==> src/sv/aar_pkg.sv <==
// Shared types, constants and arithmetic helpers for the axis-angle rotation matrix block.
`timescale 1ns / 1ps
`default_nettype none
package aar_pkg;

  // Fixed-point formats of the ports and of the internal Q30 words
  localparam int IN_FRAC_BITS  = 12;
  localparam int OUT_FRAC_BITS = 14;
  localparam int ANG_SHIFT     = 30 - IN_FRAC_BITS;
  localparam int OUT_SHIFT     = 30 - OUT_FRAC_BITS;

  // Rotation steps and the length of each cell chain
  localparam int STEPS = 30;
  localparam int NCELL = 31;

  typedef logic signed [33:0] q_t;

  localparam q_t Q30_ONE     = 34'sd1073741824;
  localparam q_t PI_Q30      = 34'sd3373259426;
  localparam q_t TWO_PI_Q30  = 34'sd6746518852;
  localparam q_t HALF_PI_Q30 = 34'sd1686629713;
  localparam q_t GAIN_Q30    = 34'sd652032874;

  // Word moving along the rotation and square-root chain
  typedef struct packed {
    logic               vld;
    logic               zero;
    logic               neg;
    logic signed [15:0] vx;
    logic signed [15:0] vy;
    logic signed [15:0] vz;
    logic [4:0]         h;
    q_t                 cx;
    q_t                 sy;
    q_t                 zr;
    logic [62:0]        num;
    logic [62:0]        res;
  } rot_t;

  // Word moving along the divider chain
  typedef struct packed {
    logic              vld;
    logic              zero;
    q_t                c;
    q_t                s;
    logic [30:0]       root;
    logic [2:0]        sgn;
    logic [2:0][61:0]  rem;
    logic [2:0][30:0]  quo;
  } div_t;

  // atan(2^-i) in Q30, rounded to nearest
  function automatic q_t atan_q30(input logic [4:0] i);
    case (i)
      5'd0:    return 34'sd843314857;
      5'd1:    return 34'sd497837829;
      5'd2:    return 34'sd263043837;
      5'd3:    return 34'sd133525159;
      5'd4:    return 34'sd67021687;
      5'd5:    return 34'sd33543516;
      5'd6:    return 34'sd16775851;
      5'd7:    return 34'sd8388437;
      5'd8:    return 34'sd4194283;
      5'd9:    return 34'sd2097149;
      5'd10:   return 34'sd1048576;
      5'd11:   return 34'sd524288;
      5'd12:   return 34'sd262144;
      5'd13:   return 34'sd131072;
      5'd14:   return 34'sd65536;
      5'd15:   return 34'sd32768;
      5'd16:   return 34'sd16384;
      5'd17:   return 34'sd8192;
      5'd18:   return 34'sd4096;
      5'd19:   return 34'sd2048;
      5'd20:   return 34'sd1024;
      5'd21:   return 34'sd512;
      5'd22:   return 34'sd256;
      5'd23:   return 34'sd128;
      5'd24:   return 34'sd64;
      5'd25:   return 34'sd32;
      5'd26:   return 34'sd16;
      5'd27:   return 34'sd8;
      5'd28:   return 34'sd4;
      5'd29:   return 34'sd2;
      default: return '0;
    endcase
  endfunction

  // Clamp a Q30 word to plus or minus one
  function automatic q_t clamp_one(input q_t v);
    if (v > Q30_ONE) return Q30_ONE;
    if (v < -Q30_ONE) return -Q30_ONE;
    return v;
  endfunction

  // Q30 product, rounded half up
  function automatic q_t mulq(input q_t a, input q_t b);
    logic signed [67:0] p;
    p = 68'(a) * 68'(b) + (68'sd1 <<< 29);
    return q_t'(p >>> 30);
  endfunction

  // Round a Q30 word to the output format and saturate
  function automatic logic signed [15:0] to_out(input q_t v);
    q_t r;
    r = (v + (34'sd1 <<< (OUT_SHIFT - 1))) >>> OUT_SHIFT;
    if (r > (34'sd1 <<< OUT_FRAC_BITS)) r = 34'sd1 <<< OUT_FRAC_BITS;
    if (r < -(34'sd1 <<< OUT_FRAC_BITS)) r = -(34'sd1 <<< OUT_FRAC_BITS);
    return r[15:0];
  endfunction

endpackage
`default_nettype wire

==> src/sv/aar_front.sv <==
// Front stages: angle reduction, squared axis length and its normalising shift.
`timescale 1ns / 1ps
`default_nettype none
module aar_front (
  input  wire logic               clk,
  input  wire logic               rst_n,
  input  wire logic               en,
  input  wire logic               in_valid,
  input  wire logic signed [15:0] in_angle,
  input  wire logic signed [15:0] in_axis_x,
  input  wire logic signed [15:0] in_axis_y,
  input  wire logic signed [15:0] in_axis_z,
  output aar_pkg::rot_t           f_out
);
  import aar_pkg::*;

  rot_t f1_r, f1_nxt;
  rot_t f2_r, f2_nxt;
  rot_t f3_r, f3_nxt;

  // Stage one: remainder by two pi, squared length
  always_comb begin
    q_t                 ang;
    logic signed [31:0] px, py, pz;
    logic [31:0]        n2;
    ang = q_t'(in_angle) <<< ANG_SHIFT;
    px  = in_axis_x * in_axis_x;
    py  = in_axis_y * in_axis_y;
    pz  = in_axis_z * in_axis_z;
    n2  = unsigned'(px) + unsigned'(py) + unsigned'(pz);
    f1_nxt      = '0;
    f1_nxt.vld  = in_valid;
    f1_nxt.zero = (in_axis_x == 16'sd0) && (in_axis_y == 16'sd0) && (in_axis_z == 16'sd0);
    f1_nxt.vx   = in_axis_x;
    f1_nxt.vy   = in_axis_y;
    f1_nxt.vz   = in_axis_z;
    f1_nxt.num  = 63'(n2);
    if (ang >= TWO_PI_Q30) begin
      f1_nxt.zr = ang - TWO_PI_Q30;
    end else if (ang <= -TWO_PI_Q30) begin
      f1_nxt.zr = ang + TWO_PI_Q30;
    end else begin
      f1_nxt.zr = ang;
    end
  end

  // Stage two: bring the angle into [-pi, pi], find the shift of the length
  always_comb begin
    f2_nxt = f1_r;
    if (f1_r.zr > PI_Q30) begin
      f2_nxt.zr = f1_r.zr - TWO_PI_Q30;
    end else if (f1_r.zr < -PI_Q30) begin
      f2_nxt.zr = f1_r.zr + TWO_PI_Q30;
    end
    f2_nxt.h = '0;
    for (int p = 0; p < 32; p++) begin
      if (f1_r.num[p]) f2_nxt.h = 5'((61 - p) >> 1);
    end
  end

  // Stage three: fold into [-pi/2, pi/2], normalise the length, seed the rotation
  always_comb begin
    f3_nxt     = f2_r;
    f3_nxt.neg = 1'b0;
    if (f2_r.zr > HALF_PI_Q30) begin
      f3_nxt.zr  = PI_Q30 - f2_r.zr;
      f3_nxt.neg = 1'b1;
    end else if (f2_r.zr < -HALF_PI_Q30) begin
      f3_nxt.zr  = -PI_Q30 - f2_r.zr;
      f3_nxt.neg = 1'b1;
    end
    f3_nxt.num = f2_r.num << {f2_r.h, 1'b0};
    f3_nxt.res = '0;
    f3_nxt.cx  = GAIN_Q30;
    f3_nxt.sy  = '0;
  end

  // Advance the front stages
  always_ff @(posedge clk) begin
    if (!rst_n) begin
      f1_r.vld <= 1'b0;
      f2_r.vld <= 1'b0;
      f3_r.vld <= 1'b0;
    end else if (en) begin
      f1_r <= f1_nxt;
      f2_r <= f2_nxt;
      f3_r <= f3_nxt;
    end
  end

  assign f_out = f3_r;

endmodule
`default_nettype wire

==> config.mk <==
export PLATFORM = sky130hd
export DESIGN_NAME = aar_front
export DESIGN_NICKNAME = d
export VERILOG_FILES = /design/src/sv/aar_pkg.sv /design/src/sv/aar_front.sv
export SDC_FILE = /design/constraint.sdc
export NUM_CORES = 2
export LEC_CHECK = 0
export ABC_AREA = 1
export ABC_CLOCK_PERIOD_IN_PS = 9400
export BUFFER_PORTS_ARGS = -buffer_cell sky130_fd_sc_hd__buf_2
export CORE_ASPECT_RATIO = 1.5
export CORE_UTILIZATION = 35
export DETAILED_ROUTE_END_ITERATION = 12
export PLACE_DENSITY = 0.5
export SYNTH_ARGS = -nofsm -noshare
export SYNTH_HDL_FRONTEND = slang
export SYNTH_SLANG_ARGS = --single-unit
==> constraint.sdc <==
create_clock -name clk -period 9.4 [get_ports clk]
set_input_delay 0 -clock clk [delete_from_list [all_inputs] [get_ports clk]]
set_output_delay 0 -clock clk [all_outputs]
set_load 0.005 [all_outputs]
-- Word-level counts from Yosys, hierarchy flattened
Cells that the tools add are included.
- register bits after elaboration: 390
- input port bits: 68
- output and inout port bits: 284
- $add $sub $neg: 8
- multiply operators: 3
- magnitude comparators: 6
- shifts and indexed selects: 1
- multiplexer cells: 37
- reductions and logical operators: 7
- operators with widths (cell ; count):
    $mux 34 ; 6
    $mux 5 ; 30
    $mul 16x16->32 ; 3
    $add 34x34->34 const B ; 2
    $sub 33x34->34 const A ; 2
    $sub 34x34->34 const B ; 2
    $add 32x32->32 ; 2
    $shl 32x6->63 ; 1
    $logic_not 16->1 ; 3
    $ge 34x34->1 const B ; 1
    $gt 34x32->1 const B ; 1
    $gt 34x33->1 const B ; 1
    $le 34x34->1 const B ; 1
    $lt 34x32->1 const B ; 1
    $lt 34x33->1 const B ; 1
    $logic_and 1x1->1 ; 2
    $reduce_and 2->1 ; 1
    $reduce_or 2->1 ; 1
    $mux 1 ; 1

-- Logic depth before layout (Yosys ltp)
- word-level depth: 30
- gate-level depth with buffers: 32
- mapped depth without buffers: 31

-- Least setup slack after synthesis
No wires, ideal clock.
- kind: input port to flip-flop
- start: in rst_n
- end: reg f1_r[128] (netlist bit), enable pin
- arrival: 7.060 ns
- data required time: 8.684 ns
- setup slack: 1.625 ns
- stages: 2
- buffers on the path: 0
- path through: nand2_1 inv_1
- word-level cells in the longest chain between the ends: 1
- ends and longest elaborated chain (what ; line ; text):
    start, declared ; aar_front.sv:6 ; input wire logic rst_n,
    $reduce_and 2->1 (no line) ; - ;
    end signal, assigned ; aar_front.sv:85 ; f1_r <= f1_nxt;
    end, declared ; aar_front.sv:17 ; rot_t f1_r, f1_nxt;
Every way passes these cells.
A chain may end at the register's enable or synchronous reset.

==> results.cfg <==
[yosys]
ys_warn_count = 0
netlist.area_leader.share_pct = 35.6
synth_edf_count = 367
yosysSeqAreaShare_pct = 24.1
synth.avg_cell_area_um2 = 9.08
netlist_area_mm2 = 0.0461
yosys-top-cells-count = inv_1, nand2_1, fa_1
synth-seq-cells = 370
ys_async_sr_fraction_pct = 0
synth.most_common_cell = inv_1
ys.flop_type = edfxtp_1
synth_top_cell_by_area = fa_1
syn-instance-count = 5071
yosys-top-cells-area = fa_1, edfxtp_1, inv_1
yosysUniqueCellTypes = 57

[floorplanning]
die_h_um = 446
start_util_pct = 35.3
core-area_mm2 = 0.130
io_pins = 352
num_rows = 162
dieWidth_um = 298
fp.dieArea_mm2 = 0.133

[worst_hold_path]
hp-class = in2reg
min_path_cells = 2
hold_end = f1_r[238]
min_from = in_axis_z[5]

[route]
wl_met1_um = 42100
routed_via_density = 4.60
drt_iter0_markers = 1371
post-route-drc-count = 0
maxUsedRoutingLayer = met4
wl_met2_um = 73700
wl_per_cell_um = 18.2
detail-route-antenna-nets = 0
first_pass_iters = 8
routed_wl_um = 128000
met3_length_um = 3530
vias = 32300

[sta]
final.setup.tns_ns = 0
rsz0062_at_grt = no
report.final.hold_viol_count = 0
slew_violations = 0
setup_viol = 0
timing.final.crit_share_pct = 84.1
fmax_ghz = 0.126
tightest_slew_ns = 1.13
relSlewSlack_pct = 24.4
clock_skew_ns = 0.0274
worst_slack_ns = 1.49
period_minus_slack_ns = 7.91

[clocking]
clkSlewWorstSetupHoldPaths_ns = 0.06
cts_root_buf = clkbuf_16
cts.htree.levels = 2
cts_tree = yes
insertion_delay_ns = 0.62
cts_made_buffers = 43
cts_resized = 0
clock_path_buffers = 3
cts_num_sinks = 370

[setup_path]
timing.rr.end = f_out[119]
r2r_setup_slack_ns = 5.99
end_kind = register
critPathLaunchType = input pin
critPathBufInv = 11
r2r_cells = 6
critPathMaxFanout = 29
path_class = in2reg
required_ns = 9.78
slowest_delay_ns = 0.65
critPathSlowestCell = fa_1
reg2reg_from = f2_r[229]
arrival_ns = 8.29
timing.critical_path.max_delay_family = adder cells

[placed_design]
dp_hpwl_um = 107000
port_buffers = 219
dp_worst_setup_slack_ns = 1.38
gp_congestion = 0.943

[global_routing]
grt_max_degree = 122
antenna_found_initial = 2
globalRouteTotalUtil_pct = 19.9
first_global_vias = 35400
grt_first_pass_wirelength_um = 199000
grt-ovfl-total = 0

[layout]
nets = 6376
final_util_pct = 38.8
area_growth_pct = 9.72
final_layout_size_suffix_gt1_share_pct = 6.84

[run_status]
outcome = completed

[flow_run]
cap_violations = 0
==> final cells by class <==
type / instances / area (um^2)
antenna: 1 / 2.50
clock buffer: 47 / 1090
clock inverter: 30 / 385
fill: 13300 / 79800
inverter: 1385 / 5210
multi-input combinational: 3158 / 28600
sequential: 370 / 11100
tap: 1722 / 2150
timing repair buffer: 315 / 2000
==> stage by stage <==
step           area, um^2  cells  hold WS, ns
2_1_floorplan       46500   5202       0.0989
3_3_place_gp        48300   6875        0.242
3_5_place_dp        48300   6875        0.247
4_1_cts             50500   7027      0.00465
5_1_grt             50500   7028       0.0383
6_report            50500   7028       0.0589
==> per-layer routing <==
layer	track usage, %	vias to the layer above
met1	19.1	16200
met4	11.7	0
li1	-	15200
met5	0	-
met2	40.2	714
met3	1.81	253
==> state kept, by name, summed over array words and instances, names as in the netlist <==
name / count
f1_r: 101
f_out: 151
f2_r: 118
==> logic make-up after synthesis <==
logic type	share of synthesized area, %
other cells	0.0163
xor+xnor	1.56
buf+inv	14.9
flops	24.1
compound gates	4.09
simple gates	13.8
fa+ha+maj	41.5
mux	0.109
==> layout by cell type (no fill, tap or decap), types with 21 or more instances in the layout <==
cell type and instances:
nand2_1 1082, nor3_1 33, a21oi_1 66, buf_4 21
edfxtp_1 367, fa_1 818, dlygate4sd3_1 75, nand4_1 22
buf_2 219, nand3_1 128, clkbuf_16 43, nor2_1 235
nor4_1 24, o21ai_0 171, ha_1 217, conb_1 133
xor2_1 66, inv_1 1368
==> worst max path at each step <==
stage	from	to	slack, ns	cells past startpoint
2_1_floorplan	rst_n	f1_r[128]	1.62	2
3_3_place_gp	in_axis_x[15]	f1_r[90]	1.45	26
3_5_place_dp	in_axis_x[15]	f1_r[94]	1.38	29
4_1_cts	in_axis_x[15]	f1_r[94]	1.49	30
5_1_grt	in_axis_x[15]	f1_r[94]	0.96	30
6_report	in_axis_x[15]	f1_r[94]	1.49	30
==> what timing repair did <==
item / CTS / global route
setup buffers: 0 / 0
hold buffers: 75 / 0
endpoints found under the hold margin: 65 / 0
endpoints found under the setup margin: 0 / 0
Power is not shown: default switching activity piles up to over one toggle a cycle in this logic, so the estimate is an artifact.
