==> src/sv/aar_pkg.sv <==
// Shared types, constants and arithmetic helpers for the axis-angle rotation matrix block.
`timescale 1ns / 1ps
`default_nettype none
package aar_pkg;

  // Fixed-point formats of the ports and of the internal Q30 words
  localparam int IN_FRAC_BITS  = 12;
  localparam int OUT_FRAC_BITS = 14;
  localparam int ANG_SHIFT     = 30 - IN_FRAC_BITS;
  localparam int OUT_SHIFT     = 30 - OUT_FRAC_BITS;

  // Rotation steps and the length of each cell chain
  localparam int STEPS = 30;
  localparam int NCELL = 31;

  typedef logic signed [33:0] q_t;

  localparam q_t Q30_ONE     = 34'sd1073741824;
  localparam q_t PI_Q30      = 34'sd3373259426;
  localparam q_t TWO_PI_Q30  = 34'sd6746518852;
  localparam q_t HALF_PI_Q30 = 34'sd1686629713;
  localparam q_t GAIN_Q30    = 34'sd652032874;

  // Word moving along the rotation and square-root chain
  typedef struct packed {
    logic               vld;
    logic               zero;
    logic               neg;
    logic signed [15:0] vx;
    logic signed [15:0] vy;
    logic signed [15:0] vz;
    logic [4:0]         h;
    q_t                 cx;
    q_t                 sy;
    q_t                 zr;
    logic [62:0]        num;
    logic [62:0]        res;
  } rot_t;

  // Word moving along the divider chain
  typedef struct packed {
    logic              vld;
    logic              zero;
    q_t                c;
    q_t                s;
    logic [30:0]       root;
    logic [2:0]        sgn;
    logic [2:0][61:0]  rem;
    logic [2:0][30:0]  quo;
  } div_t;

  // atan(2^-i) in Q30, rounded to nearest
  function automatic q_t atan_q30(input logic [4:0] i);
    case (i)
      5'd0:    return 34'sd843314857;
      5'd1:    return 34'sd497837829;
      5'd2:    return 34'sd263043837;
      5'd3:    return 34'sd133525159;
      5'd4:    return 34'sd67021687;
      5'd5:    return 34'sd33543516;
      5'd6:    return 34'sd16775851;
      5'd7:    return 34'sd8388437;
      5'd8:    return 34'sd4194283;
      5'd9:    return 34'sd2097149;
      5'd10:   return 34'sd1048576;
      5'd11:   return 34'sd524288;
      5'd12:   return 34'sd262144;
      5'd13:   return 34'sd131072;
      5'd14:   return 34'sd65536;
      5'd15:   return 34'sd32768;
      5'd16:   return 34'sd16384;
      5'd17:   return 34'sd8192;
      5'd18:   return 34'sd4096;
      5'd19:   return 34'sd2048;
      5'd20:   return 34'sd1024;
      5'd21:   return 34'sd512;
      5'd22:   return 34'sd256;
      5'd23:   return 34'sd128;
      5'd24:   return 34'sd64;
      5'd25:   return 34'sd32;
      5'd26:   return 34'sd16;
      5'd27:   return 34'sd8;
      5'd28:   return 34'sd4;
      5'd29:   return 34'sd2;
      default: return '0;
    endcase
  endfunction

  // Clamp a Q30 word to plus or minus one
  function automatic q_t clamp_one(input q_t v);
    if (v > Q30_ONE) return Q30_ONE;
    if (v < -Q30_ONE) return -Q30_ONE;
    return v;
  endfunction

  // Q30 product, rounded half up
  function automatic q_t mulq(input q_t a, input q_t b);
    logic signed [67:0] p;
    p = 68'(a) * 68'(b) + (68'sd1 <<< 29);
    return q_t'(p >>> 30);
  endfunction

  // Round a Q30 word to the output format and saturate
  function automatic logic signed [15:0] to_out(input q_t v);
    q_t r;
    r = (v + (34'sd1 <<< (OUT_SHIFT - 1))) >>> OUT_SHIFT;
    if (r > (34'sd1 <<< OUT_FRAC_BITS)) r = 34'sd1 <<< OUT_FRAC_BITS;
    if (r < -(34'sd1 <<< OUT_FRAC_BITS)) r = -(34'sd1 <<< OUT_FRAC_BITS);
    return r[15:0];
  endfunction

endpackage
`default_nettype wire

==> src/sv/aar_rot_cell.sv <==
// Rotation chain cell: one square-root bit, one rotation step unless idx is STEPS.
`timescale 1ns / 1ps
`default_nettype none
module aar_rot_cell (
  input  wire logic       clk,
  input  wire logic       rst_n,
  input  wire logic       en,
  input  wire logic [4:0] idx,
  input  aar_pkg::rot_t   d_in,
  output aar_pkg::rot_t   d_out
);
  import aar_pkg::*;

  rot_t data_r, data_nxt;

  always_comb begin
    q_t          dx, dy, da;
    logic [62:0] bitv, trial;
    data_nxt = d_in;
    // Rotate towards a zero residual angle
    dx = d_in.sy >>> idx;
    dy = d_in.cx >>> idx;
    da = atan_q30(idx);
    if (idx != 5'(STEPS)) begin
      if (d_in.zr >= 0) begin
        data_nxt.cx = d_in.cx - dx;
        data_nxt.sy = d_in.sy + dy;
        data_nxt.zr = d_in.zr - da;
      end else begin
        data_nxt.cx = d_in.cx + dx;
        data_nxt.sy = d_in.sy - dy;
        data_nxt.zr = d_in.zr + da;
      end
    end
    // Settle one bit of the integer square root
    bitv  = 63'd1 << (6'd60 - {idx, 1'b0});
    trial = d_in.res + bitv;
    if (d_in.num >= trial) begin
      data_nxt.num = d_in.num - trial;
      data_nxt.res = (d_in.res >> 1) + bitv;
    end else begin
      data_nxt.res = d_in.res >> 1;
    end
  end

  always_ff @(posedge clk) begin
    if (!rst_n) begin
      data_r.vld <= 1'b0;
    end else if (en) begin
      data_r <= data_nxt;
    end
  end

  assign d_out = data_r;

endmodule
`default_nettype wire

==> config.mk <==
export PLATFORM = sky130hd
export DESIGN_NAME = aar_rot_cell
export DESIGN_NICKNAME = d
export VERILOG_FILES = /design/src/sv/aar_pkg.sv /design/src/sv/aar_rot_cell.sv
export SDC_FILE = /design/constraint.sdc
export NUM_CORES = 1
export LEC_CHECK = 0
export BUFFER_PORTS_ARGS = -buffer_cell sky130_fd_sc_hd__buf_4
export CORE_MARGIN = 2
export CORE_UTILIZATION = 58
export DETAILED_ROUTE_END_ITERATION = 12
export PLACE_DENSITY = 0.83
export SLEW_MARGIN = 25
export SYNTH_ARGS = -nofsm -noshare
export SYNTH_HDL_FRONTEND = slang
export SYNTH_SLANG_ARGS = --single-unit
==> constraint.sdc <==
create_clock -name clk -period 9.72 [get_ports clk]
set_input_delay 0.486 -clock clk [delete_from_list [all_inputs] [get_ports clk]]
set_output_delay 0.486 -clock clk [all_outputs]
set_load 0.03 [all_outputs]
Yosys cells after proc, flatten, opt, wreduce, memory -nomap -nowiden --
Memory sizes are Yosys's and may differ from the RTL's. Index checks and enable logic that the tools add are counted.
Storage, ports and cells: register bits after elaboration 284, memory bits (read-only) 960, input bits 292, output and inout bits 284, word-level logic and storage cells 35, memories kept 1
Operators by class: add/sub/neg operators 10, order comparisons 2, eq/ne operators 1, shift-type cells 3, mux-type cells 4, reduce and logical (&&, ||, !) cells 1
Memories:
- (name not given) | depth 32, width 30, read ports 1, clocked after memory_dff 0, wr ports 0, line aar_pkg.sv:54 | case (i)
Operators by type and width (count):
- 2-to-1 mux 102 bit | 2
- adder 34 bit | 3
- subtractor 34 bit | 3
- >>> shifter 34 x 5 -> 34 bit | 2
- adder 62 x 63 -> 63 bit | 1
- adder 63 bit | 1
- >= comparator 63 bit | 1
- 2-to-1 mux 63 bit | 1
- << shifter 1 x 6 -> 63 bit (first input constant) | 1
- subtractor 63 bit | 1
- 2-to-1 mux 62 bit | 1
- >= comparator 34 x 1 -> 1 bit (second input constant) | 1
- subtractor 6 bit (first input constant) | 1
- != test 5 bit (second input constant) | 1
- AND reduction 2 bit | 1

Longest topological paths before layout --
depth after elaboration 5, depth in mapped cells 38, mapped depth without buffers 32

Worst setup path before layout --
No wires, ideal clock.
path type input-to-reg, start point in idx[2], end point reg data_r (netlist bit d_out[29]) (data pin), setup time 269 ps, arrival 7561 ps, required time 9451 ps, path slack 1890 ps, stages 37, buffers on the path 7, cell sequence buf_2 -> buf_4 -> inv_2 -> buf_2 -> buf_2 -> buf_1 -> ha_1 -> nor2b_1 -> mux2i_1 -> nor2_1 -> ha_1 -> a31oi_1 -> o21ai_0 -> a31oi_1 -> o21ai_1 -> a311oi_2 -> o21ai_0 -> o21ai_1 -> o21a_1 -> o21ai_1 -> a31oi_1 -> o311ai_1 -> xnor2_1 -> ha_1 -> a21o_1 -> a21o_1 -> a21o_1 -> a21o_1 -> a21o_1 -> a21oi_1 -> nor2b_1 -> nor3_1 -> o21a_1 -> clkbuf_1 -> buf_1 -> nor2_1 -> xor2_1
RTL lines:
- from (decl) | line aar_rot_cell.sv:8 | input wire logic [4:0] idx,
- to (signal assigned) | line aar_rot_cell.sv:50 | data_r <= data_nxt;
- to (decl) | line aar_rot_cell.sv:14 | rot_t data_r, data_nxt;

==> impl_metrics.py <==
metrics = {
    "job": {
        "max_cap_violations": 0,
    },
    "sta": {
        "hold_fails_final_rpt": 0,
        "worst_hold_slack_ns": 0.0867,
        "grt_setup_unrepaired": "false",
        "setup_viol_count_final": 0,
        "fin_tns_setup_ns": 0,
        "worst_slew_pin_slew_ns": 1.13,
        "slew_viol_final": 0,
        "slew_headroom": 0.245,
        "fin_skew_ns": 0,
        "finalWorstPathRequiredPeriod_ns": 7.97,
        "fin_crit_sh": 0.820,
        "max_freq_mhz": 125,
        "final_critical_path_setup_slack_ns": 1.75,
    },
    "route": {
        "detailroute.via_count": 32400,
        "initialDrtViolationCount": 3605,
        "antenna_violating_nets_post_route": 0,
        "wirelength_mm": 123,
        "drt-vias-per-instance": 6.66,
        "post-route-drc-count": 0,
        "routedWlPerCell_um": 25.2,
        "drt-pass1-iter-count": 7,
    },
    "synthesis": {
        "postSynthRegisterBits": 284,
        "postSynthAreaPerCell_um2": 8.57,
        "yosysUniqueCellTypes": 113,
        "synth-edff-count": 283,
        "yosys_warnings": 0,
        "syn-cell-area_um2": 31600,
        "yosys_most_used_dff": "sky130_fd_sc_hd__edfxtp_1",
        "syn_nets": 4215,
        "seq_area_frac_synth": 0.270,
        "syn-instance-count": 3682,
        "synthArstFlopShare": 0,
    },
    "placement": {
        "io_buffers": 575,
        "number_of_placed_cells_counting_well_taps": 4797,
        "gp_routability_congestion": 1.05,
        "hpwlAfterDp_mm": 96.7,
        "worst_slack_at_placement_ns": 1.25,
        "placedInstanceArea_um2": 36200,
    },
    "cells_and_area": {
        "stdcell_area_um2": 37300,
        "largest_register_ff_count": 284,
        "finalNetCount": 4671,
        "layout.core_utilization": 0.694,
        "layout-drive-gt1-share": 0.200,
        "fin_cells": 4866,
        "syn_to_final_growth_pct": 18.3,
        "n_fill_cell": 4359,
    },
    "setup_path": {
        "worst_r2r_startpoint": "d_out[283]$_SDFFE_PN0P_",
        "critPathMaxStageDelay_ns": 0.47,
        "path_max_fanout": 87,
        "cp_data_arrival_time_ns": 8.38,
        "critPathSlowestCell": "sky130_fd_sc_hd__buf_6",
        "required_time_at_the_worst_slack_endpoint_ns": 10.13,
        "worstSetupPathType": "primary input to register",
        "reg2reg_depth": 2,
        "crit_top_cell": "sky130_fd_sc_hd__ha_1",
        "regToRegEndpoint": "d_out[283]$_SDFFE_PN0P_",
        "endpoint_kind": "register",
        "timing.reg2reg.setup_slack_ns": 9.09,
        "start_kind": "primary input",
    },
    "die": {
        "floorplan.initialDensity": 0.586,
        "core_um2": 53800,
        "floorplan.die_area_um2": 56300,
        "die_height_um": 237,
        "rows": 85,
        "chipWidth_um": 237,
        "io_pins": 576,
    },
    "clocking": {
        "cts.hold.buffers_added": 0,
        "clock_slew_at_the_register_clock_pins_of_the_worst_setup_and_hold_paths_ns": 0.06,
        "clock_path_buffers": 3,
        "postCtsSetupBuffers": 0,
        "numCtsBuffers": 35,
        "ctsRootBufferMaster": "sky130_fd_sc_hd__clkbuf_16",
        "cts_sinks": 284,
        "worst_skew_pair.late_latency_ns": 0.57,
        "clock_tree.htree_level_count": 2,
        "post_cts.resized_instances": 0,
        "tritoncts": "done",
    },
    "grt": {
        "grt_max_degree": 88,
        "antenna_found_initial": 8,
        "groute.usage.overall": 0.417,
        "global_route_wire_length_before_repair_mm": 181,
        "grt_remaining_overflow": 0,
        "via_count_of_the_first_global_routing_pass": 30300,
    },
    "power": {
        "ir_worst_vdd_mv": 0.163,
        "power_leakage_nw": 15.3,
        "power_density_nw_per_um2": 149,
        "total_power_mw": 5.56,
    },
    "hold_path": {
        "min_from": "d_in[278]",
        "min_path_type": "primary input to register",
        "min_to": "d_out[278]$_DFFE_PP_",
        "holdPathStages": 1,
    },
    "run_status": {
        "outcome": "finished, final reports clean",
    },
}
## cells in the final DEF, fill, tap and decap left out, types with 29 or more instances in the layout
master	instances
sky130_fd_sc_hd__nor3_1	46
sky130_fd_sc_hd__a21oi_1	308
sky130_fd_sc_hd__buf_4	605
sky130_fd_sc_hd__o21ai_0	293
sky130_fd_sc_hd__a211oi_1	35
sky130_fd_sc_hd__nor2b_1	38
sky130_fd_sc_hd__o21a_1	32
sky130_fd_sc_hd__clkbuf_16	35
sky130_fd_sc_hd__xnor2_1	192
sky130_fd_sc_hd__and3_1	29
sky130_fd_sc_hd__nand2_1	408
sky130_fd_sc_hd__inv_1	65
sky130_fd_sc_hd__mux2i_1	70
sky130_fd_sc_hd__nor2_1	360
sky130_fd_sc_hd__edfxtp_1	283
sky130_fd_sc_hd__nand4_1	53
sky130_fd_sc_hd__nand2b_1	43
sky130_fd_sc_hd__xor2_1	168
sky130_fd_sc_hd__ha_1	237
sky130_fd_sc_hd__mux4_2	54
sky130_fd_sc_hd__o21bai_1	37
sky130_fd_sc_hd__nand3_1	65
sky130_fd_sc_hd__a31oi_1	73
sky130_fd_sc_hd__a21o_1	108
## how the worst max path moves through the flow
| stage | from | to | slack (ns) | cells past startpoint |
|---|---|---|---|---|
| global route | idx[0] | d_out[124]$_DFFE_PP_ | 1.11 | 33 |
| finish | idx[0] | d_out[124]$_DFFE_PP_ | 1.75 | 33 |
| detailed placement | idx[0] | d_out[123]$_DFFE_PP_ | 1.25 | 32 |
| CTS | idx[0] | d_out[124]$_DFFE_PP_ | 1.84 | 33 |
| global placement | idx[0] | d_out[115]$_DFFE_PP_ | 1.42 | 32 |
| floorplan | idx[2] | d_out[29]$_DFFE_PP_ | 1.89 | 37 |
## synth_stat cells (43+ instances only)
| library cell | number | area (um2) |
|---|---|---|
| sky130_fd_sc_hd__a21o_1 | 108 | 811 |
| sky130_fd_sc_hd__a21oi_1 | 308 | 1540 |
| sky130_fd_sc_hd__a31oi_1 | 73 | 457 |
| sky130_fd_sc_hd__clkbuf_1 | 122 | 458 |
| sky130_fd_sc_hd__edfxtp_1 | 283 | 8500 |
| sky130_fd_sc_hd__ha_1 | 237 | 2970 |
| sky130_fd_sc_hd__inv_1 | 65 | 244 |
| sky130_fd_sc_hd__mux2i_1 | 70 | 701 |
| sky130_fd_sc_hd__mux4_2 | 54 | 1220 |
| sky130_fd_sc_hd__nand2_1 | 408 | 1530 |
| sky130_fd_sc_hd__nand2b_1 | 43 | 269 |
| sky130_fd_sc_hd__nand3_1 | 65 | 325 |
| sky130_fd_sc_hd__nand4_1 | 53 | 332 |
| sky130_fd_sc_hd__nor2_1 | 361 | 1360 |
| sky130_fd_sc_hd__nor3_1 | 46 | 230 |
| sky130_fd_sc_hd__o21ai_0 | 293 | 1470 |
| sky130_fd_sc_hd__xnor2_1 | 192 | 1680 |
| sky130_fd_sc_hd__xor2_1 | 168 | 1470 |
## area by class of cell
cell class	count	area (um2)	area share
multi-input cells	3139	21900	0.586
flip-flops and latches	284	8520	0.228
repair buffers	609	4620	0.124
clock buffers	40	895	0.0240
well taps	696	871	0.0233
clock inverters	22	264	0.00707
inverters	69	259	0.00694
diodes	7	17.5	0.000469
## report_power, final
group	leakage, nW	switching, mW	internal (mW)
combinational	12.1	1.59	0.994
sequential	2.67	0.0529	1.57
clock	0.550	0.575	0.778
## critical path: cells and delay by family
family          cells  cell delay [ns]
mux                 1             0.09
compound gates     13             3.05
buf+inv             5             1.40
simple gates        9             1.70
xor+xnor            1             0.17
fa+ha+maj           4             1.40
## layer usage
layer  GRT usage  vias to the layer above  part of all wire  routed length, um
met5           0                        -          0.000098                 12
met4       0.251                        2             0.067               8170
met3      0.0821                      459              0.10              12400
met2       0.680                     2001              0.46              56400
met1       0.513                    15200              0.37              45600
li1            -                    14700                 -                  -
## cells by family (layout without fill, tap and decap cells)
group,count (synthesis),in the layout,synth area share
compound gates,1165,1165,0.234
xor+xnor,361,361,0.100
fa+ha+maj,245,245,0.0978
buf+inv,259,740,0.0372
flops,284,284,0.270
mux,174,174,0.0831
other cells,0,7,0
simple gates,1194,1194,0.177
(Power assumes the default switching activity.)
