[config.mk]
export PLATFORM = sky130hd
export DESIGN_NAME = aar_div_cell
export DESIGN_NICKNAME = d
export VERILOG_FILES = /design/src/sv/aar_pkg.sv /design/src/sv/aar_div_cell.sv
export SDC_FILE = /design/constraint.sdc
export NUM_CORES = 1
export LEC_CHECK = 0
export ABC_AREA = 0
export BUFFER_PORTS_ARGS = -buffer_cell sky130_fd_sc_hd__buf_2
export CAP_MARGIN = 40
export CORE_AREA = 2 2 304 306
export CTS_BUF_LIST = sky130_fd_sc_hd__clkbuf_16
export CTS_CLUSTER_SIZE = 40
export DETAILED_ROUTE_END_ITERATION = 12
export DIE_AREA = 0 0 306 308
export HOLD_SLACK_MARGIN = 0.12
export PLACE_DENSITY = 0.5
export SYNTH_ARGS = -nofsm -noshare
export SYNTH_HDL_FRONTEND = slang
export SYNTH_SLANG_ARGS = --single-unit
[constraint.sdc]
create_clock -name clk -period 13.4 [get_ports clk]
set_input_delay 0.67 -clock clk [delete_from_list [all_inputs] [get_ports clk]]
set_output_delay 0.67 -clock clk [all_outputs]
set_load 0.02 [all_outputs]
[src/sv/aar_pkg.sv]
// Shared types, constants and arithmetic helpers for the axis-angle rotation matrix block.
`timescale 1ns / 1ps
`default_nettype none
package aar_pkg;

  // Fixed-point formats of the ports and of the internal Q30 words
  localparam int IN_FRAC_BITS  = 12;
  localparam int OUT_FRAC_BITS = 14;
  localparam int ANG_SHIFT     = 30 - IN_FRAC_BITS;
  localparam int OUT_SHIFT     = 30 - OUT_FRAC_BITS;

  // Rotation steps and the length of each cell chain
  localparam int STEPS = 30;
  localparam int NCELL = 31;

  typedef logic signed [33:0] q_t;

  localparam q_t Q30_ONE     = 34'sd1073741824;
  localparam q_t PI_Q30      = 34'sd3373259426;
  localparam q_t TWO_PI_Q30  = 34'sd6746518852;
  localparam q_t HALF_PI_Q30 = 34'sd1686629713;
  localparam q_t GAIN_Q30    = 34'sd652032874;

  // Word moving along the rotation and square-root chain
  typedef struct packed {
    logic               vld;
    logic               zero;
    logic               neg;
    logic signed [15:0] vx;
    logic signed [15:0] vy;
    logic signed [15:0] vz;
    logic [4:0]         h;
    q_t                 cx;
    q_t                 sy;
    q_t                 zr;
    logic [62:0]        num;
    logic [62:0]        res;
  } rot_t;

  // Word moving along the divider chain
  typedef struct packed {
    logic              vld;
    logic              zero;
    q_t                c;
    q_t                s;
    logic [30:0]       root;
    logic [2:0]        sgn;
    logic [2:0][61:0]  rem;
    logic [2:0][30:0]  quo;
  } div_t;

  // atan(2^-i) in Q30, rounded to nearest
  function automatic q_t atan_q30(input logic [4:0] i);
    case (i)
      5'd0:    return 34'sd843314857;
      5'd1:    return 34'sd497837829;
      5'd2:    return 34'sd263043837;
      5'd3:    return 34'sd133525159;
      5'd4:    return 34'sd67021687;
      5'd5:    return 34'sd33543516;
      5'd6:    return 34'sd16775851;
      5'd7:    return 34'sd8388437;
      5'd8:    return 34'sd4194283;
      5'd9:    return 34'sd2097149;
      5'd10:   return 34'sd1048576;
      5'd11:   return 34'sd524288;
      5'd12:   return 34'sd262144;
      5'd13:   return 34'sd131072;
      5'd14:   return 34'sd65536;
      5'd15:   return 34'sd32768;
      5'd16:   return 34'sd16384;
      5'd17:   return 34'sd8192;
      5'd18:   return 34'sd4096;
      5'd19:   return 34'sd2048;
      5'd20:   return 34'sd1024;
      5'd21:   return 34'sd512;
      5'd22:   return 34'sd256;
      5'd23:   return 34'sd128;
      5'd24:   return 34'sd64;
      5'd25:   return 34'sd32;
      5'd26:   return 34'sd16;
      5'd27:   return 34'sd8;
      5'd28:   return 34'sd4;
      5'd29:   return 34'sd2;
      default: return '0;
    endcase
  endfunction

  // Clamp a Q30 word to plus or minus one
  function automatic q_t clamp_one(input q_t v);
    if (v > Q30_ONE) return Q30_ONE;
    if (v < -Q30_ONE) return -Q30_ONE;
    return v;
  endfunction

  // Q30 product, rounded half up
  function automatic q_t mulq(input q_t a, input q_t b);
    logic signed [67:0] p;
    p = 68'(a) * 68'(b) + (68'sd1 <<< 29);
    return q_t'(p >>> 30);
  endfunction

  // Round a Q30 word to the output format and saturate
  function automatic logic signed [15:0] to_out(input q_t v);
    q_t r;
    r = (v + (34'sd1 <<< (OUT_SHIFT - 1))) >>> OUT_SHIFT;
    if (r > (34'sd1 <<< OUT_FRAC_BITS)) r = 34'sd1 <<< OUT_FRAC_BITS;
    if (r < -(34'sd1 <<< OUT_FRAC_BITS)) r = -(34'sd1 <<< OUT_FRAC_BITS);
    return r[15:0];
  endfunction

endpackage
`default_nettype wire

[src/sv/aar_div_cell.sv]
// One cell of the divider chain: one quotient bit for each of the three axis lanes.
`timescale 1ns / 1ps
`default_nettype none
module aar_div_cell (
  input  wire logic       clk,
  input  wire logic       rst_n,
  input  wire logic       en,
  input  wire logic [4:0] idx,
  input  aar_pkg::div_t   d_in,
  output aar_pkg::div_t   d_out
);
  import aar_pkg::*;

  div_t data_r, data_nxt;

  // Trial-subtract the root shifted to this cell's quotient weight
  always_comb begin
    logic [4:0]  k;
    logic [61:0] d;
    k = 5'(NCELL - 1) - idx;
    d = 62'(d_in.root) << k;
    data_nxt = d_in;
    for (int l = 0; l < 3; l++) begin
      if (d_in.rem[l] >= d) begin
        data_nxt.rem[l] = d_in.rem[l] - d;
        data_nxt.quo[l] = {d_in.quo[l][29:0], 1'b1};
      end else begin
        data_nxt.quo[l] = {d_in.quo[l][29:0], 1'b0};
      end
    end
  end

  always_ff @(posedge clk) begin
    if (!rst_n) begin
      data_r.vld <= 1'b0;
    end else if (en) begin
      data_r <= data_nxt;
    end
  end

  assign d_out = data_r;

endmodule
`default_nettype wire

# Word-level counts from Yosys, hierarchy flattened

Index checks and enable logic that the tools add are counted.

Add/subtract/negate cells: 4
$lt $le $gt $ge: 3
Shift operators: 1
Mux-type cells: 6
Reduce and logical (&&, ||, !) cells: 1

Operators by type and width:

| kind                                          | number |
|---|---|
| 62-bit >= comparator                          | 3 |
| 62-bit 2-to-1 mux                             | 3 |
| 62-bit subtractor                             | 3 |
| 31-bit by 5-bit << shifter with 62-bit output | 1 |
| 5-bit subtractor (first input constant)       | 1 |
| 1-bit 2-to-1 mux                              | 3 |
| 2-bit AND reduction                           | 1 |

Register bits: 383
Output and inout port bits: 383
Word-level logic and storage cells: 27

# Logic depth before layout (Yosys ltp)

Gate-level depths: netlist (run 1).

Word-level depth: 4
Depth in mapped cells: 29

# Worst setup path before layout (run 1)

Ideal clock, no wire load.

Path type: input port to flip-flop
Start point: in en
End point: reg data_r, in the netlist d_out[0] (enable)
Data arrival time: 9.264 ns
Setup slack: 3.344 ns
Cell stages on the path: 1
Buffers on the path: 0
Cell sequence: and2_1

Longest elaborated chain between the ends: 1

RTL lines:

| what                                 | RTL line           | source |
|---|---|---|
| start, declared                      | aar_div_cell.sv:7  | `input wire logic en,` |
| 2-bit AND reduction (no source line) | --                 |  |
| end signal, assigned                 | aar_div_cell.sv:37 | `data_r <= data_nxt;` |
| end, declared                        | aar_div_cell.sv:14 | `div_t data_r, data_nxt;` |

Every way passes these cells.
A chain may end at the register's enable or synchronous reset.

==> results of run 1 <==
==> routing by layer <==
layer | routed length, microns | track usage | vias to the layer above
met1 | 47600 | 0.289 | 11500
li1 | - | - | 11300
met5 | 253 | 0 | -
met4 | 2210 | 0.0471 | 38
met2 | 56700 | 0.412 | 763
met3 | 7770 | 0.0546 | 134
==> worst max-delay path by stage <==
stage,startpoint,endpoint,cells after the start
3_3_place_gp,idx[0],d_out[94]$_DFFE_PP_,19
5_1_grt,idx[0],d_out[216]$_DFFE_PP_,27
6_report,idx[0],d_out[216]$_DFFE_PP_,27
2_1_floorplan,en,d_out[0]$_DFFE_PP_,1
3_5_place_dp,idx[0],d_out[216]$_DFFE_PP_,27
4_1_cts,idx[0],d_out[216]$_DFFE_PP_,27
==> power by group through the flow <==
stage | clock, W | combinational, W | sequential [W]
2_1_floorplan | 0 | 0.00115 | 0.00173
3_3_place_gp | 0 | 0.00192 | 0.00156
3_5_place_dp | 0 | 0.00193 | 0.00156
4_1_cts | 0.00134 | 0.00194 | 0.00154
5_1_grt | 0.00139 | 0.00211 | 0.00155
6_report | 0.00130 | 0.00194 | 0.00154
==> stage by stage <==
stage	worst slack, ns	hold slack (ns)
after floorplan	3.34	0.589
after global placement	4.02	0.501
after detailed placement	4.49	0.521
after CTS	5.11	0.175
after global routing	4.62	0.188
final	5.14	0.230
==> critical path, cell delays in order <==
cell and delay (ns):
buf_2 0.07, buf_4 0.49, ha_1 0.58, xor2_4 0.44, buf_16 0.23, nand2_1 0.09
nor3_1 0.49, buf_2 0.25, ha_1 0.19, inv_1 0.07, fa_1 0.43, a21o_1 0.21
a221oi_1 0.43, o21ai_0 0.27, a21o_1 0.28, a31o_2 0.31, a21boi_1 0.27, a2111o_1 0.25
a21boi_0 0.22, a211o_1 0.43, a211o_1 0.36, a21oi_2 0.26, nor3_1 0.12, nor3_4 0.13
buf_4 0.57, inv_2 0.11, mux2_1 0.34
==> area by class of cell <==
class,count,area share
repair buffers,825,0.130
inverters,61,0.00677
multi-input cells,2040,0.434
diodes,7,0.000518
flip-flops and latches,383,0.340
clock inverters,37,0.00884
clock buffers,50,0.0370
well taps,1186,0.0439
==> synthesized netlist by cell type (25+ instances only) <==
library cell	count	area share
a21o_1	97	0.027
a21oi_1	237	0.044
a31oi_1	29	0.0067
buf_2	36	0.0067
clkbuf_1	68	0.0095
edfxtp_1	382	0.42
ha_1	148	0.069
inv_1	60	0.0083
maj3_1	33	0.012
mux2_2	38	0.016
mux2i_1	31	0.011
mux4_2	29	0.024
nand2_1	251	0.035
nand2b_1	25	0.0058
nand3_1	57	0.011
nand4_1	39	0.0090
nor2_1	184	0.026
nor2b_1	25	0.0058
nor3_1	34	0.0063
o21ai_0	145	0.027
o21bai_1	28	0.0078
xnor2_1	185	0.060
xor2_1	74	0.024
==> logic make-up (layout without fill, tap and decap cells) <==
group,count (synthesis),after routing,share of synthesized area
muxes,111,111,0.0570
and+or+nand+nor,727,727,0.128
DFF,383,383,0.426
other,0,7,0
xor gates and xnor gates,262,262,0.0871
adders and majority gates,186,186,0.0839
buffers and inverters,199,973,0.0332
AOI/OAI and AO/OA,754,754,0.185
==> out/results.tsv, run 1 <==
metric	value	unit
ys_ff_latch	383	
timing.final.crit_share	0.616	
fin_cells	4589	
drt_first_pass_iters	5	
portBuffers	770	
hold_depth	1	
clk_latency	0.61	ns
multi_input_area	14700	sq um
seq_area	11500	sq um
viasPerCell	5.18	
p_sw	0.00181	W
power_frac_clock	0.272	
ant_nets	0	
n_fill_cell	9326	
cp_data_required_time	13.76	ns
sw_frac_of_total	0.379	
endpoint_kind	flip-flop	
largest_reg_flops	383	
slew_viol_final	0	
layout_common_cells	buf_2 (773), edfxtp_1 (382), nand2_1 (251), a21oi_1 (237), nor2_1 (184)	
dieArea	94200	sq um
gp_congestion	0.890	
combPwrFrac	0.406	
root_buffer	clkbuf_16	
yosys_warnings	0	
vias	23800	
period_minus_slack	8.26	ns
pwr_density_cell	141	nW/um^2
fin_area	33800	sq um
finalPower	0.00478	W
p_int	0.00297	W
layout-drive-gt1-share	0.305	
fin_util	0.372	
syn_avg_cell_area	10.3	sq um
reg2reg_from	d_out[382]$_SDFFE_PN0P_	
nets	3903	
min_path_type	input port to flip-flop	
pwr-share-seq	0.322	
antenna_found_initial	32	
drt-wirelength-per-cell	24.9	microns
num_rows	111	
tritoncts	built	
critPathKind	input port to flip-flop	
synthesis.instances	2622	
p_leak	13.7	nW
grt_setup_unrepaired	no	
synthToLayoutAreaGrowth	25.3	%
worstPathArrival	8.61	ns
setup_viol	0	
r2r_slack	12.82	ns
critPathMaxFanout	75	
grt_max_degree	157	
min-delay-start	d_in[8]	
ys_types	109	
start_kind	input port	
dpl.hpwl	93100	microns
drt_iter0_drc	2029	
cts_setup_buffers	0	
fmax	0.121	GHz
coreArea	91000	sq um
hold_viol	0	
relSlewSlack	0.288	
place_area	32300	sq um
grt_first_pass_wirelength	161000	microns
worstRegToRegCells	2	
dp.cells	4495	
tightestPinTransition	1.07	ns
ctsResizeCount	0	
die_w	306	microns
grt_use_total	0.233	
grt_pass1_vias	22900	
ir_drop	84.3	uV
syn-num-nets	3164	
htree_num_levels	2	
clk_pin_slew	0.06	ns
die_h	308	microns
layout_commonest_cell	buf_2	
clk_path_buf_depth	3	
synth_edf_count	382	
start_util	0.297	
synthFlopType	edfxtp_1	
ys_seq_area_frac	0.426	
ios	774	
clock_sinks	383	
r2r_end	d_out[382]$_SDFFE_PN0P_	
cts_hold_buf	0	
outcome	completed	
drc_errors	0	
holdPathEnd	d_out[9]$_DFFE_PP_	
setup_tns	0	ns
async_flop_share	0	
grt-ovfl-total	0	
drt-total-wl	114000	microns
cts_buffers	50	
syn_area	27000	sq um
finClkSkew	0	ns
cap_violations	0	
Note: power is estimated with default switching activity, not from simulation.
==> run 2, diff against run 1 <==
--- a/config.mk
+++ b/config.mk
@@ -14,7 +14,7 @@
 export DETAILED_ROUTE_END_ITERATION = 12
 export DIE_AREA = 0 0 306 308
 export HOLD_SLACK_MARGIN = 0.12
-export PLACE_DENSITY = 0.5
+export PLACE_DENSITY = 0.51
 export SYNTH_ARGS = -nofsm -noshare
 export SYNTH_HDL_FRONTEND = slang
 export SYNTH_SLANG_ARGS = --single-unit
==> constraint.sdc (replaced) <==
create_clock -name clk -period 7.05 [get_ports clk]
set_input_delay 0.3525 -clock clk [delete_from_list [all_inputs] [get_ports clk]]
set_output_delay 0.3525 -clock clk [all_outputs]
set_load 0.02 [all_outputs]
==> out/results.tsv, run 2 (synthesis results as in run 1) <==
metric	value	unit
path_buf_inv	5	
die_h	308	microns
cts_setup_buffers	0	
ant_nets	0	
sw_frac_of_total	0.368	
fmax	0.158	GHz
fin_util	0.416	
p_leak	15.5	nW
critPathKind	input port to flip-flop	
critPathMaxFanout	32	
relSlewSlack	0.395	
dpl.hpwl	98000	microns
grt-ovfl-total	0	
largest_reg_flops	383	
layout_common_cells	buf_2 (770), edfxtp_1 (382), dlygate4sd3_1 (339), nand2_1 (251), a21oi_1 (237)	
setup_tns	0	ns
slew_viol_final	0	
vias	25200	
cap_violations	0	
clk_path_buf_depth	3	
drt-wirelength-per-cell	24.4	microns
synthToLayoutAreaGrowth	40.3	%
clk_pin_slew	0.06	ns
hold_viol	0	
pwr-share-seq	0.305	
clk_latency	0.62	ns
slowest_stage	dlygate4sd3_1	
worstRegToRegCells	3	
grt_use_total	0.249	
root_buffer	clkbuf_16	
hold_depth	3	
cp_data_required_time	7.42	ns
drt-total-wl	122000	microns
viasPerCell	5.06	
seq_area	11500	sq um
outcome	completed	
gp_congestion	0.892	
n_fill_cell	8954	
ios	774	
pwr_density_cell	254	nW/um^2
slowest_delay	0.52	ns
grtUsageMet3	0.0435	
layout_commonest_cell	buf_2	
endpoint_kind	flip-flop	
power_frac_clock	0.283	
clock_sinks	383	
num_rows	111	
met2_usage	0.445	
worstPathArrival	6.70	ns
grt_setup_unrepaired	no	
start_kind	input port	
htree_num_levels	2	
p_sw	0.00354	W
start_util	0.297	
timing.final.crit_share	0.898	
finClkSkew	0	ns
min_path_type	input port to flip-flop	
period_minus_slack	6.33	ns
crit_chain	dlygate4sd3_1 -> buf_2 -> nand3b_1 -> nor3_1 -> ha_1 -> inv_1 -> fa_1 -> a21o_1 -> a221oi_1 -> o21ai_0 -> a21o_1 -> a31o_2 -> a21boi_1 -> a2111o_1 -> a21boi_0 -> a211o_1 -> a211o_1 -> a21oi_2 -> nor3_1 -> nor3_4 -> buf_12 -> inv_2 -> mux2_1	
drt_iter0_drc	1603	
cts_buffers	48	
p_int	0.00609	W
nets	4308	
critical_path_depth	23	
grt_first_pass_wirelength	172000	microns
tightestPinTransition	0.907	ns
ctsResizeCount	0	
antenna_found_initial	13	
grt_most_used_layer	met2	
drc_errors	0	
layout-drive-gt1-share	0.289	
tritoncts	built	
die_w	306	microns
cp_top_family	compound AO/OA/AOI/OAI gates	
grt_pass1_vias	25000	
drt_first_pass_iters	7	
multi_input_area	14700	sq um
setup_viol	0	
grtUsageMet1	0.305	
grt_max_degree	133	
dieArea	94200	sq um
coreArea	91000	sq um
combPwrFrac	0.412	
portBuffers	770	
ir_drop	160	uV
run 2: per-stage QoR:
step / total power (W) / area [sq um] / hold slack [ns] / worst slack (ns) / instances
after floorplan: 0.00545 / 27000 / 0.451 / 0.767 / 2622
after global routing: 0.0101 / 37900 / 0.133 / 0.402 / 4989
after detailed placement: 0.00677 / 32800 / 0.517 / 0.155 / 4563
after global placement: 0.00677 / 32800 / 0.498 / 0.186 / 4563
final: 0.00963 / 37900 / 0.154 / 0.716 / 4990
after CTS: 0.00971 / 37900 / 0.121 / 0.757 / 4986
run 2: routing by layer:
layer | up-vias | share of wire
met5 | - | 0.00086
met4 | 14 | 0.027
met3 | 128 | 0.057
met2 | 774 | 0.50
met1 | 12200 | 0.41
li1 | 12200 | -
run 2: worst reg2reg max path, cell delays in order, from the launching register on:
cell and delay (ns):
dfxtp_1 0.31, mux2i_1 0.12, nor2b_1 0.06, dlygate4sd3_1 0.55
run 2: what timing repair did:
action / in CTS / in global routing
setup endpoints to repair: 0 / 0
hold buffers: 339 / 0
endpoints found under the hold margin: 338 / 0
run 2: cell type report:
| cell class | instances | share of cell area |
|---|---|---|
| multi-input combinational | 2040 | 0.387 |
| inverter | 61 | 0.00604 |
| clock inverter | 35 | 0.0126 |
| timing repair buffer | 1232 | 0.219 |
| clock buffer | 49 | 0.0324 |
| sequential | 383 | 0.303 |
| tap | 1186 | 0.0392 |
| antenna | 4 | 0.000264 |
run 2: path summary, 6_finish.rpt:
kind                                                 to                     from  slack (ns)
worst min register to register  d_out[382]$_SDFFE_PN0P_  d_out[382]$_SDFFE_PN0P_        1.08
worst max register to register  d_out[382]$_SDFFE_PN0P_  d_out[382]$_SDFFE_PN0P_        5.91
worst min-delay path               d_out[259]$_DFFE_PP_                d_in[259]        0.15
worst max-delay path               d_out[216]$_DFFE_PP_                d_in[282]        0.72
run 2: power groups by stage:
stage / Sequential (W) / Clock [W] / Combinational, W
after floorplan: 0.00326 / 0 / 0.00218
after global placement: 0.00298 / 0 / 0.00380
after detailed placement: 0.00297 / 0 / 0.00380
after CTS: 0.00293 / 0.00280 / 0.00397
after global routing: 0.00295 / 0.00288 / 0.00430
final: 0.00293 / 0.00273 / 0.00397
